**config.mk**
```make
export PLATFORM = sky130hd
export DESIGN_NAME = scf_axis
export DESIGN_NICKNAME = d
export VERILOG_FILES = /design/src/sv/scf_pkg.sv /design/src/sv/scf_axis.sv
export SDC_FILE = /design/constraint.sdc
export NUM_CORES = 1
export LEC_CHECK = 0
export BUFFER_PORTS_ARGS = -buffer_cell sky130_fd_sc_hd__buf_2
export CAP_MARGIN = 20
export CORE_MARGIN = 2
export CORE_UTILIZATION = 64
export CTS_CLUSTER_DIAMETER = 100
export DETAILED_ROUTE_END_ITERATION = 10
export GPL_TIMING_DRIVEN = 0
export PLACE_DENSITY = 0.89
export SETUP_SLACK_MARGIN = 0.3
export SYNTH_ARGS = -nofsm -noshare
export SYNTH_HDL_FRONTEND = slang
export SYNTH_SLANG_ARGS = --single-unit
```
**constraint.sdc**
```tcl
create_clock -name clk -period 8.6 [get_ports clk]
set_input_delay 1.29 -clock clk [delete_from_list [all_inputs] [get_ports clk]]
set_output_delay 1.29 -clock clk [all_outputs]
set_load 0.05 [all_outputs]
```
**src/sv/scf_pkg.sv**
```systemverilog
`timescale 1ns / 1ps

package scf_pkg;

  // field widths
  localparam int POS_W      = 24;
  localparam int DAMP_W     = 11;
  localparam int OUT_IDX_W  = 6;
  localparam int CFG_IDX_W  = 2;
  localparam int SAT_W      = 36;
  localparam int DAMP_SHIFT = 10;
  localparam int DAMP_BIAS  = (1 << DAMP_SHIFT) - 1;

  // defaults for the top-level parameters
  localparam int DEF_CHAIN_LENGTH   = 64;
  localparam int DEF_SPRING_DIVISOR = 8;

  // register reset values
  localparam logic [DAMP_W-1:0] DAMP_FREE_RESET  = DAMP_W'(300);
  localparam logic [DAMP_W-1:0] DAMP_TOUCH_RESET = DAMP_W'(696);

  // register indexes
  localparam logic [CFG_IDX_W-1:0] REG_DAMPING_FREE  = CFG_IDX_W'(0);
  localparam logic [CFG_IDX_W-1:0] REG_DAMPING_TOUCH = CFG_IDX_W'(1);

  localparam logic signed [POS_W-1:0] POS_MAX = {1'b0, {(POS_W-1){1'b1}}};
  localparam logic signed [POS_W-1:0] POS_MIN = {1'b1, {(POS_W-1){1'b0}}};
  localparam logic signed [SAT_W-1:0] SAT_MAX = SAT_W'(POS_MAX);
  localparam logic signed [SAT_W-1:0] SAT_MIN = SAT_W'(POS_MIN);

  // one memory entry: position and velocity of one follower
  typedef struct packed {
    logic signed [POS_W-1:0] x;
    logic signed [POS_W-1:0] y;
    logic signed [POS_W-1:0] vx;
    logic signed [POS_W-1:0] vy;
  } scf_entry_t;

  // register loads for the axis datapath stages
  typedef struct packed {
    logic ld_read;
    logic ld_mul;
    logic ld_corr;
    logic ld_vel;
    logic ld_damp;
  } scf_ctrl_t;

  function automatic logic signed [POS_W-1:0] sat_pos(input logic signed [SAT_W-1:0] v);
    logic signed [POS_W-1:0] r;
    if (v > SAT_MAX) begin
      r = POS_MAX;
    end else if (v < SAT_MIN) begin
      r = POS_MIN;
    end else begin
      r = v[POS_W-1:0];
    end
    return r;
  endfunction

endpackage

```
**src/sv/scf_axis.sv**
```systemverilog
`timescale 1ns / 1ps

module scf_axis #(
  parameter int SPRING_DIVISOR = scf_pkg::DEF_SPRING_DIVISOR
) (
  input  logic                                clk,
  input  scf_pkg::scf_ctrl_t                  ctrl,
  input  logic signed [scf_pkg::POS_W-1:0]    pred,
  input  logic signed [scf_pkg::POS_W-1:0]    pos,
  input  logic signed [scf_pkg::POS_W-1:0]    vel,
  input  logic        [scf_pkg::DAMP_W-1:0]   damp,
  output logic signed [scf_pkg::POS_W-1:0]    vel_new,
  output logic signed [scf_pkg::POS_W-1:0]    pos_new,
  output logic                                pull_zero
);

  localparam int PW      = scf_pkg::POS_W;
  localparam int SW      = scf_pkg::SAT_W;
  localparam int DIV_W   = $clog2(SPRING_DIVISOR + 1);
  localparam int RECIP_W = PW + 1;
  localparam int MUL_W   = PW + RECIP_W;
  localparam int BACK_W  = PW + DIV_W + 1;

  // floor(2^PW / d): quotient estimate is low by at most one for |diff| < 2^PW
  localparam logic [RECIP_W-1:0] RECIP   = RECIP_W'((64'd1 << PW) / SPRING_DIVISOR);
  localparam logic [DIV_W-1:0]   DIVISOR = DIV_W'(SPRING_DIVISOR);

  logic signed [PW:0]   diff;
  logic        [PW:0]   mag_full;
  logic        [MUL_W-1:0]  mul_full;
  logic        [BACK_W-1:0] back;
  logic        [BACK_W-1:0] rem;
  logic        [PW-1:0] q_next;
  logic signed [PW:0]   pull;
  logic signed [SW-1:0] vel_sum;
  logic signed [SW-1:0] dprod;
  logic signed [SW-1:0] biased;
  logic signed [SW-1:0] shifted;

  logic        [PW-1:0] mag_r;
  logic                 neg_r;
  logic signed [PW-1:0] pos_r;
  logic signed [PW-1:0] vel_r;
  logic        [PW-1:0] q0_r;
  logic        [PW-1:0] q_r;
  logic signed [PW-1:0] v1_r;
  logic signed [SW-1:0] dprod_r;

  // read: magnitude and sign of the spring stretch
  assign diff     = {pred[PW-1], pred} - {pos[PW-1], pos};
  assign mag_full = diff[PW] ? (PW+1)'(-diff) : (PW+1)'(diff);

  // mul: reciprocal estimate of the quotient
  assign mul_full = MUL_W'(mag_r) * MUL_W'(RECIP);

  // corr: bump the estimate when the remainder is still a full divisor
  assign back   = BACK_W'(q0_r) * BACK_W'(DIVISOR);
  assign rem    = BACK_W'(mag_r) - back;
  assign q_next = (rem >= BACK_W'(DIVISOR)) ? q0_r + PW'(1) : q0_r;

  // vel: signed pull added to the velocity
  assign pull    = neg_r ? -$signed({1'b0, q_r}) : $signed({1'b0, q_r});
  assign vel_sum = SW'(vel_r) + SW'(pull);

  // damp: velocity times numerator
  assign dprod = SW'(v1_r) * SW'($signed({1'b0, damp}));

  // move: divide by 1024 toward zero, then step the position
  assign biased  = dprod_r + (dprod_r[SW-1] ? SW'(scf_pkg::DAMP_BIAS) : SW'(0));
  assign shifted = biased >>> scf_pkg::DAMP_SHIFT;
  assign vel_new = scf_pkg::sat_pos(shifted);
  assign pos_new = scf_pkg::sat_pos(SW'(pos_r) + SW'(vel_new));

  always_ff @(posedge clk) begin
    if (ctrl.ld_read) begin
      mag_r <= mag_full[PW-1:0];
      neg_r <= diff[PW];
      pos_r <= pos;
      vel_r <= vel;
    end
    if (ctrl.ld_mul) begin
      q0_r <= mul_full[PW +: PW];
    end
    if (ctrl.ld_corr) begin
      q_r <= q_next;
    end
    if (ctrl.ld_vel) begin
      v1_r      <= scf_pkg::sat_pos(vel_sum);
      pull_zero <= (q_r == '0);
    end
    if (ctrl.ld_damp) begin
      dprod_r <= dprod;
    end
  end

endmodule

```
; ---- Word-level counts from Yosys, hierarchy flattened
; Cells that the tools add are included.
[word_totals]
regBits = 177
inputBits = 89
output_inout_bits = 49
[classes]
addsub = 8
mul = 1
n_lt_le_gt_ge = 7
n_mux = 9
n_reduce_logical = 1
[ops]
columns = cell, n
row1 = 2-to-1 mux 24 bit, 6
row2 = "> comparator 26 x 24 -> 1 bit, second input constant", 2
row3 = "less-than comparator 26 x 24 -> 1 bit, second input constant", 2
row4 = subtractor 24 x 24 -> 25 bit, 2
row5 = adder 36 x 11 -> 36 bit, 1
row6 = multiplier 24 x 12 -> 36 bit, 1
row7 = "greater-or-equal comparator 29 x 4 -> 1 bit, second input constant", 1
row8 = adder 24 x 25 -> 26 bit, 1
row9 = adder 24 x 24 -> 25 bit, 1
row10 = "> comparator 25 x 24 -> 1 bit, second input constant", 1
row11 = "less-than comparator 25 x 24 -> 1 bit, second input constant", 1
row12 = 2-to-1 mux 25 bit, 1
row13 = negator 22 -> 25 bit, 1
row14 = zero test 24 bit, 1
row15 = negator 24 bit, 1
row16 = "adder 21 x 1 -> 22 bit, second input constant", 1
row17 = 2-to-1 mux 21 bit, 1
row18 = 2-to-1 mux 10 bit, 1

; ---- Depth between registers and ports, before layout
; Gate-level depths: netlist of the first run.
[logic_depth]
ltp_word = 9
mapped_depth = 24

; ---- Least setup slack after synthesis of the first run
; OpenSTA, ideal clock, no wires.
[synth_path]
path_kind = register to output
startpoint = register dprod_r[35]
endpoint = output pos_new[20] (netlist name)
arrival_ns = 7.338
required_ns = 7.310
path_slack_ns = -0.028
stages_incl_launch_ff = 22
path_cell_list = edfxtp_1 > ha_1 > a21o_1 > a2111oi_0 > o21ai_0 > a31oi_1 > nor4_1 > a21oi_1 > nand2_1 > clkbuf_1 > o21ai_0 > ha_1 > a21o_1 > a21o_1 > a2111oi_0 > a21boi_1 > nor3_1 > o2111ai_1 > a21oi_1 > nor3_1 > mux2i_1 > o31ai_1
[synth_via]
elab_chain_len = 9
elab_cells_between_ends = 11
classes_between = add/sub (2) / order compare (4) / mux (5)
[synth_rtl]
columns = item, line
row1 = start: declaration, scf_axis.sv:47  ; logic signed [SW-1:0] dprod_r;
row2 = start signal: assignment, scf_axis.sv:92  ; dprod_r <= dprod;
row3 = 2-to-1 mux 10 bit, scf_axis.sv:69  ; assign biased = dprod_r + (dprod_r[SW-1] ? SW'(scf_pkg::DAMP_BIAS) : SW'(0));
row4 = adder 36 x 11 -> 36 bit (*), scf_axis.sv:69
row5 = less-than comparator 26 x 24 -> 1 bit, scf_pkg.sv:52  ; end else if (v < SAT_MIN) begin
row6 = 2-to-1 mux 24 bit, scf_pkg.sv:52
row7 = 2-to-1 mux 24 bit (*), scf_pkg.sv:50  ; if (v > SAT_MAX) begin
row8 = "net vel_new, one bit", scf_axis.sv:12  ; output logic signed [scf_pkg::POS_W-1:0] vel_new,
row9 = adder 24 x 24 -> 25 bit (*), scf_axis.sv:72  ; assign pos_new = scf_pkg::sat_pos(SW'(pos_r) + SW'(vel_new));
row10 = less-than comparator 25 x 24 -> 1 bit, scf_pkg.sv:52
row11 = 2-to-1 mux 24 bit, scf_pkg.sv:52
row12 = 2-to-1 mux 24 bit (*), scf_pkg.sv:50
row13 = end: declaration, scf_axis.sv:13  ; output logic signed [scf_pkg::POS_W-1:0] pos_new,
; Mark *: on every way through the listed nets, which the timed path passes. The rest lies on a longest branch.

; ---- Final worst setup path of the first run
[layout_path]
startpoint = register dprod_r[35]
endpoint = output pos_new[0] (netlist name)
[layout_via]
elab_chain_len = 9
elab_cells_between_ends = 11
classes_between = add/sub (2) / order compare (4) / mux (5)
[layout_rtl]
columns = item, line
row1 = 2-to-1 mux 10 bit, scf_axis.sv:69
row2 = adder 36 x 11 -> 36 bit (*), scf_axis.sv:69
row3 = less-than comparator 26 x 24 -> 1 bit, scf_pkg.sv:52
row4 = 2-to-1 mux 24 bit, scf_pkg.sv:52
row5 = 2-to-1 mux 24 bit (*), scf_pkg.sv:50
row6 = adder 24 x 24 -> 25 bit (*), scf_axis.sv:72
row7 = less-than comparator 25 x 24 -> 1 bit, scf_pkg.sv:52
row8 = 2-to-1 mux 24 bit, scf_pkg.sv:52
row9 = 2-to-1 mux 24 bit (*), scf_pkg.sv:50
; Mark *: on every way between the ends. The rest lies on a longest branch, timed or not.

==> results.json, run 1 <==
{
  "remaining_drc_errors": 0,
  "routedWlPerCell_um": 19.7,
  "synth_compound_area_share_pct": 13.5,
  "grt_pass1_vias": 18600,
  "die_h_um": 188,
  "fin_area_sq_um": 23700,
  "viasPerCell": 6.03,
  "async_flop_share_pct": 0,
  "grt_max_degree": 71,
  "cts.sinks": 174,
  "diodes": 0,
  "wl_met1_mm": 22.4,
  "status": "complete, no violations",
  "cts-buffers-inserted": 17,
  "drive_above_1_share_pct": 8.62,
  "fin_tns_setup_ns": 0,
  "crit_path_frequent_cell": "a21oi_1",
  "crit_chain": "buf_4 > ha_1 > a31o_2 > a21o_1 > a21oi_1 > o21ai_1 > a31oi_4 > nor4_4 > and3_1 > or3_1 > clkbuf_1 > o21ai_0 > ha_1 > a21o_1 > a2111oi_0 > a21boi_2 > nor3_1 > o2111ai_1 > a21oi_1 > nor3_4 > a31oi_1 > clkbuf_2 > a21oi_1 > clkbuf_4",
  "yosysTopAreaCell": "edfxtp_1",
  "dpl_cell_area_sq_um": 23000,
  "arrival_ns": 6.73,
  "synth_top_area_share_pct": 24.1,
  "syn_area_sq_um": 21700,
  "fillCellCount": 2424,
  "startpoint_type": "register",
  "mappedNetlistNets": 2817,
  "worstHoldEndpoint": "q0_r[0]",
  "dr_wl_met2_mm": 28.1,
  "grtUsageTotal_pct": 33.9,
  "period_share_pct": 93.3,
  "synth-adder-area-share_pct": 32.6,
  "rr_endpoint": "dprod_r[35]",
  "maxSlewHeadroom_pct": 36.7,
  "ios": 138,
  "areaGrowthSynthToFinish_pct": 9.20,
  "clk_pin_slew_worst_paths_ns": 0.07,
  "cts_tree": "done",
  "fp.dieW_um": 188,
  "hold_depth": 0,
  "synth_simple_gate_area_share_pct": 15.3,
  "cp_max_fo": 10,
  "crit_slowest_cell": "edfxtp_1",
  "ys_warn_count": 0,
  "crit_required_ns": 7.31,
  "h-tree-depth": 4,
  "synth_edf_count": 174,
  "worstReg2RegStart": "v1_r[3]",
  "fmaxAchievable_ghz": 0.125,
  "synth_ff_type": "edfxtp_1",
  "clkLatencyLatePin_ns": 0.46,
  "hold_path_class": "register to register",
  "tightest_slew_ns": 0.949,
  "multiInputGateArea_sq_um": 15000,
  "slew_viol_final": 0,
  "portBuffers": 137,
  "synth-xor-area-share_pct": 7.06,
  "cp_slowest_stage_delay_ns": 0.51,
  "synth.distinct_cells": 78,
  "hpwlAfterDp_mm": 46.2,
  "nets": 2981,
  "grt_pass1_wl_mm": 94.2,
  "synthMuxAreaShare_pct": 0.144,
  "critPathKind": "register to primary output",
  "setup.worst_path.end_class": "primary output",
  "path_buf_inv": 4,
  "path_delay_family": "compound AO/OA/AOI/OAI gates",
  "maxCapViolCount": 0,
  "synth_top_family_by_area": "adder cells",
  "seqCellArea_sq_um": 5230,
  "post-route-min-period_ns": 8.02,
  "rsz0062_at_grt": "no",
  "antenna_found_initial": 0,
  "seq_area_frac_synth_pct": 24.1,
  "min-delay-start": "mag_r[3]",
  "place.gp.congestion": 0.957,
  "hold_viol_final": 0,
  "cts-root-buf": "clkbuf_16",
  "rr_worst_depth": 21,
  "drt_iter0_drc": 1291,
  "overflow": 0,
  "met3_wirelength_mm": 4.34,
  "fin_skew_ns": 0.00920,
  "finalSetupViolations": 0,
  "syn-mean-instance-area_sq_um": 9.40,
  "clockBufferDepth": 2,
  "final_core_util_pct": 70.8,
  "ys_seq_elements": 174,
  "die_area_sq_um": 35400,
  "ant_nets": 0,
  "firstDrtPassIters": 6,
  "r2r_slack_ns": 1.59,
  "maxUsedRoutingLayer": "met4",
  "routed_wl_mm": 57.8,
  "coreArea_sq_um": 33400,
  "num_rows": 67,
  "via_count": 17700,
  "start_util_pct": 64.9,
  "synthCells": 2307,
  "synth_area_leaders": "edfxtp_1 (24%), fa_1 (22%), ha_1 (11%)"
}
## cells by family (layout without fill, tap and decap cells)
logic type                 after synthesis  after routing
AOI/OAI and AO/OA                      454            454
xor gates and xnor gates               175            175
muxes                                    3              3
buffers and inverters                  421            598
and+or+nand+nor                        656            656
DFF                                    174            174
adders and majority gates              424            424
## per-stage QoR
stage	setup slack (ns)	cells	hold WS [ns]
floorplan	0.351	2307	0.426
global placement	-0.465	2892	0.431
detailed placement	-0.527	2892	0.448
CTS	0.391	2926	0.465
global route	0.282	2932	0.486
finish	0.580	2932	0.461
## how the worst max path moves through the flow
stage,depth (start not counted),slack (ns),end,start
2_1_floorplan,21,0.35,pos_new[10],dprod_r[35]
3_3_place_gp,23,-0.47,pos_new[18],dprod_r[35]
3_5_place_dp,24,-0.53,pos_new[19],dprod_r[35]
4_1_cts,24,0.39,pos_new[0],dprod_r[35]
5_1_grt,24,0.28,pos_new[21],dprod_r[35]
6_report,24,0.58,pos_new[0],dprod_r[35]
## sequential cells by signal (all words and copies together) (netlist names)
signal and count:
pull_zero 1, v1_r 24, pos_r 24, dprod_r 36
neg_r 1, vel_r 24, q0_r 21, q_r 22
mag_r 21
## routing by layer
layer | up-vias | GRT usage (%)
met5 | - | 0
met4 | 0 | 15.4
met2 | 845 | 58.3
met1 | 8547 | 42.2
met3 | 186 | 5.43
li1 | 8107 | -
## cell usage in the layout (no fill, tap or decap), types with 5 or more instances in the layout
master	count
inv_1	347
fa_1	237
nand2_1	226
ha_1	184
edfxtp_1	174
and2_1	138
buf_2	135
xnor2_1	127
o21ai_0	117
a21oi_1	115
nor2_1	83
clkbuf_1	66
xor2_1	48
a21o_1	43
nor3_1	36
nand3_1	30
o21a_1	28
nor2b_1	25
nand2b_1	21
nand4_1	18
and3_1	18
clkbuf_16	17
or3_1	16
a31oi_1	16
a211oi_1	15
a211o_1	13
o31ai_1	12
o211ai_1	11
o21bai_1	10
nor4_1	10
buf_4	10
o21ai_1	8
and4_1	8
o2111ai_1	8
clkbuf_2	5
a31o_2	5
or2_2	5
o41ai_1	5
## synthesized netlist by cell type (18+ instances only)
library cell / instances
nand4_1: 18
and3_1: 18
fa_1: 237
edfxtp_1: 174
nand2_1: 226
xnor2_1: 127
o21a_1: 28
ha_1: 184
nand2b_1: 21
nor2_1: 83
and2_1: 138
a21oi_1: 116
nor2b_1: 25
inv_1: 347
a21o_1: 43
xor2_1: 48
nand3_1: 30
o21ai_0: 119
clkbuf_1: 71
nor3_1: 38
## layout make-up
cell class / instances / area share (%)
multi-input combinational: 1712 / 63.1
sequential: 174 / 22.1
inverter: 347 / 5.50
timing repair buffer: 145 / 3.17
tap: 448 / 2.37
clock buffer: 17 / 1.80
buffer: 74 / 1.26
clock inverter: 15 / 0.734
## timing repair
item | 4_1_cts | 5_1_grt
buffers inserted | 2 | 6
gates resized for setup | 10 | 15
setup endpoints to repair | 24 | 24
pin swaps | 1 | 2
hold buffers | 0 | 0
gates cloned | 0 | 0
Power of run 1 is left out: the tool's default activity adds up to more than one toggle a clock period on the data nets, which glitch-free logic cannot reach.
==> run 2, diff against run 1 <==
- MAX_ROUTING_LAYER: unset -> met4
==> results.json, run 2 (same netlist as run 1, synthesis figures left out) <==
{
  "place_ws_ns": -0.500,
  "startpoint_type": "register",
  "fin_area_sq_um": 23700,
  "coreArea_sq_um": 33400,
  "antenna_found_initial": 0,
  "maxSlewHeadroom_pct": 35.3,
  "fin_tns_setup_ns": 0,
  "dpl_cell_area_sq_um": 23000,
  "grt_max_degree": 71,
  "grtUsageTotal_pct": 35.1,
  "ant_nets": 0,
  "num_rows": 67,
  "clkLatencyLatePin_ns": 0.46,
  "overflow": 0,
  "slew_viol_final": 0,
  "diodes": 0,
  "firstDrtPassIters": 5,
  "cp_max_fo": 10,
  "cts-buffers-inserted": 17,
  "die_h_um": 188,
  "critPathKind": "register to primary output",
  "hold_buffers": 0,
  "grt_pass1_vias": 18400,
  "clockBufferDepth": 2,
  "via_count": 17700,
  "min-delay-start": "mag_r[3]",
  "finalSetupViolations": 0,
  "drive_above_1_share_pct": 8.42,
  "cts_tree": "done",
  "worstReg2RegStart": "v1_r[3]",
  "nets": 2978,
  "remaining_drc_errors": 0,
  "setup.worst_path.end_class": "primary output",
  "cts-root-buf": "clkbuf_16",
  "status": "complete, no violations",
  "viasPerCell": 6.05,
  "portBuffers": 137,
  "crit_required_ns": 7.31,
  "cts.sinks": 174,
  "tightest_slew_ns": 0.971,
  "fp.dieW_um": 188,
  "routed_wl_mm": 57.8,
  "worstHoldEndpoint": "q0_r[0]",
  "rsz0062_at_grt": "no",
  "hold_path_class": "register to register",
  "arrival_ns": 6.68,
  "ios": 138,
  "maxCapViolCount": 0,
  "routedWlPerCell_um": 19.7,
  "rr_endpoint": "dprod_r[35]",
  "post-route-min-period_ns": 7.97,
  "place.gp.congestion": 0.980,
  "hpwlAfterDp_mm": 46.5,
  "most-common-layout-cells": "inv_1 (347), fa_1 (237), nand2_1 (226)",
  "final_core_util_pct": 70.7,
  "grt_pass1_wl_mm": 94.2,
  "largest_reg_flops": 36,
  "fmaxAchievable_ghz": 0.125,
  "fin_skew_ns": 0.0141,
  "mostFrequentLayoutCell": "inv_1",
  "h-tree-depth": 4,
  "hold_viol_final": 0,
  "final.setup.worst_slack_ns": 0.629,
  "rr_worst_depth": 21,
  "areaGrowthSynthToFinish_pct": 9.05,
  "start_util_pct": 64.9,
  "regMostFlops": "dprod_r",
  "die_area_sq_um": 35400,
  "period_share_pct": 92.7,
  "r2r_slack_ns": 1.75,
  "hold_depth": 0,
  "drt_iter0_drc": 1388,
  "clk_pin_slew_worst_paths_ns": 0.08
}
[run 2: per-layer routing]
layer | wire length, um | vias up | global-route usage, %
li1 | - | 8084 | -
met1 | 22300 | 8573 | 41.5
met2 | 28200 | 870 | 58.2
met3 | 4300 | 205 | 6.21
met4 | 3070 | 0 | 16.8
met5 | 0 | - | -
[run 2: worst max-delay path, stage by stage, from the launching register on]
cell       delay [ns]
edfxtp_1         0.50
ha_1             0.34
a21o_1           0.17
a2111oi_0        0.36
o21ai_1          0.18
a31oi_4          0.31
nor4_4           0.11
and3_1           0.23
or3_1            0.40
clkbuf_2         0.21
o21ai_1          0.22
ha_1             0.34
a21o_1           0.17
a21o_1           0.18
a2111oi_0        0.36
a21boi_2         0.33
nor3_1           0.15
o2111ai_1        0.24
a21oi_1          0.16
o31a_1           0.29
a31oi_1          0.22
clkbuf_2         0.28
o21ai_0          0.19
buf_2            0.26
[run 2: worst max path at each step]
stage	depth (start not counted)	from	endpoint
floorplan	21	dprod_r[35]	pos_new[10]
global placement	24	dprod_r[35]	pos_new[11]
detailed placement	24	dprod_r[35]	pos_new[11]
CTS	24	dprod_r[35]	pos_new[0]
global route	24	dprod_r[35]	pos_new[0]
finish	23	dprod_r[35]	pos_new[21]
[run 2: what timing repair did]
action,in CTS,in global routing
setup buffers,2,3
setup endpoints to repair,24,24
resized for setup,9,13
pin swaps,2,0
[run 2: layout make-up]
class	instances	area, sq um
Clock buffer	18	429
Tap cell	448	561
Clock inverter	14	173
Sequential cell	174	5230
Fill cell	2404	9790
Timing Repair Buffer	142	728
Multi-Input combinational cell	1712	14900
Inverter	347	1300
Buffer	74	297
[run 2: stage by stage]
step	hold WS, ns	instances
final	0.460	2929
after global routing	0.466	2929
after CTS	0.461	2926
after detailed placement	0.444	2892
after global placement	0.432	2892
after floorplan	0.426	2307
Power of run 2 is left out for the same reason.
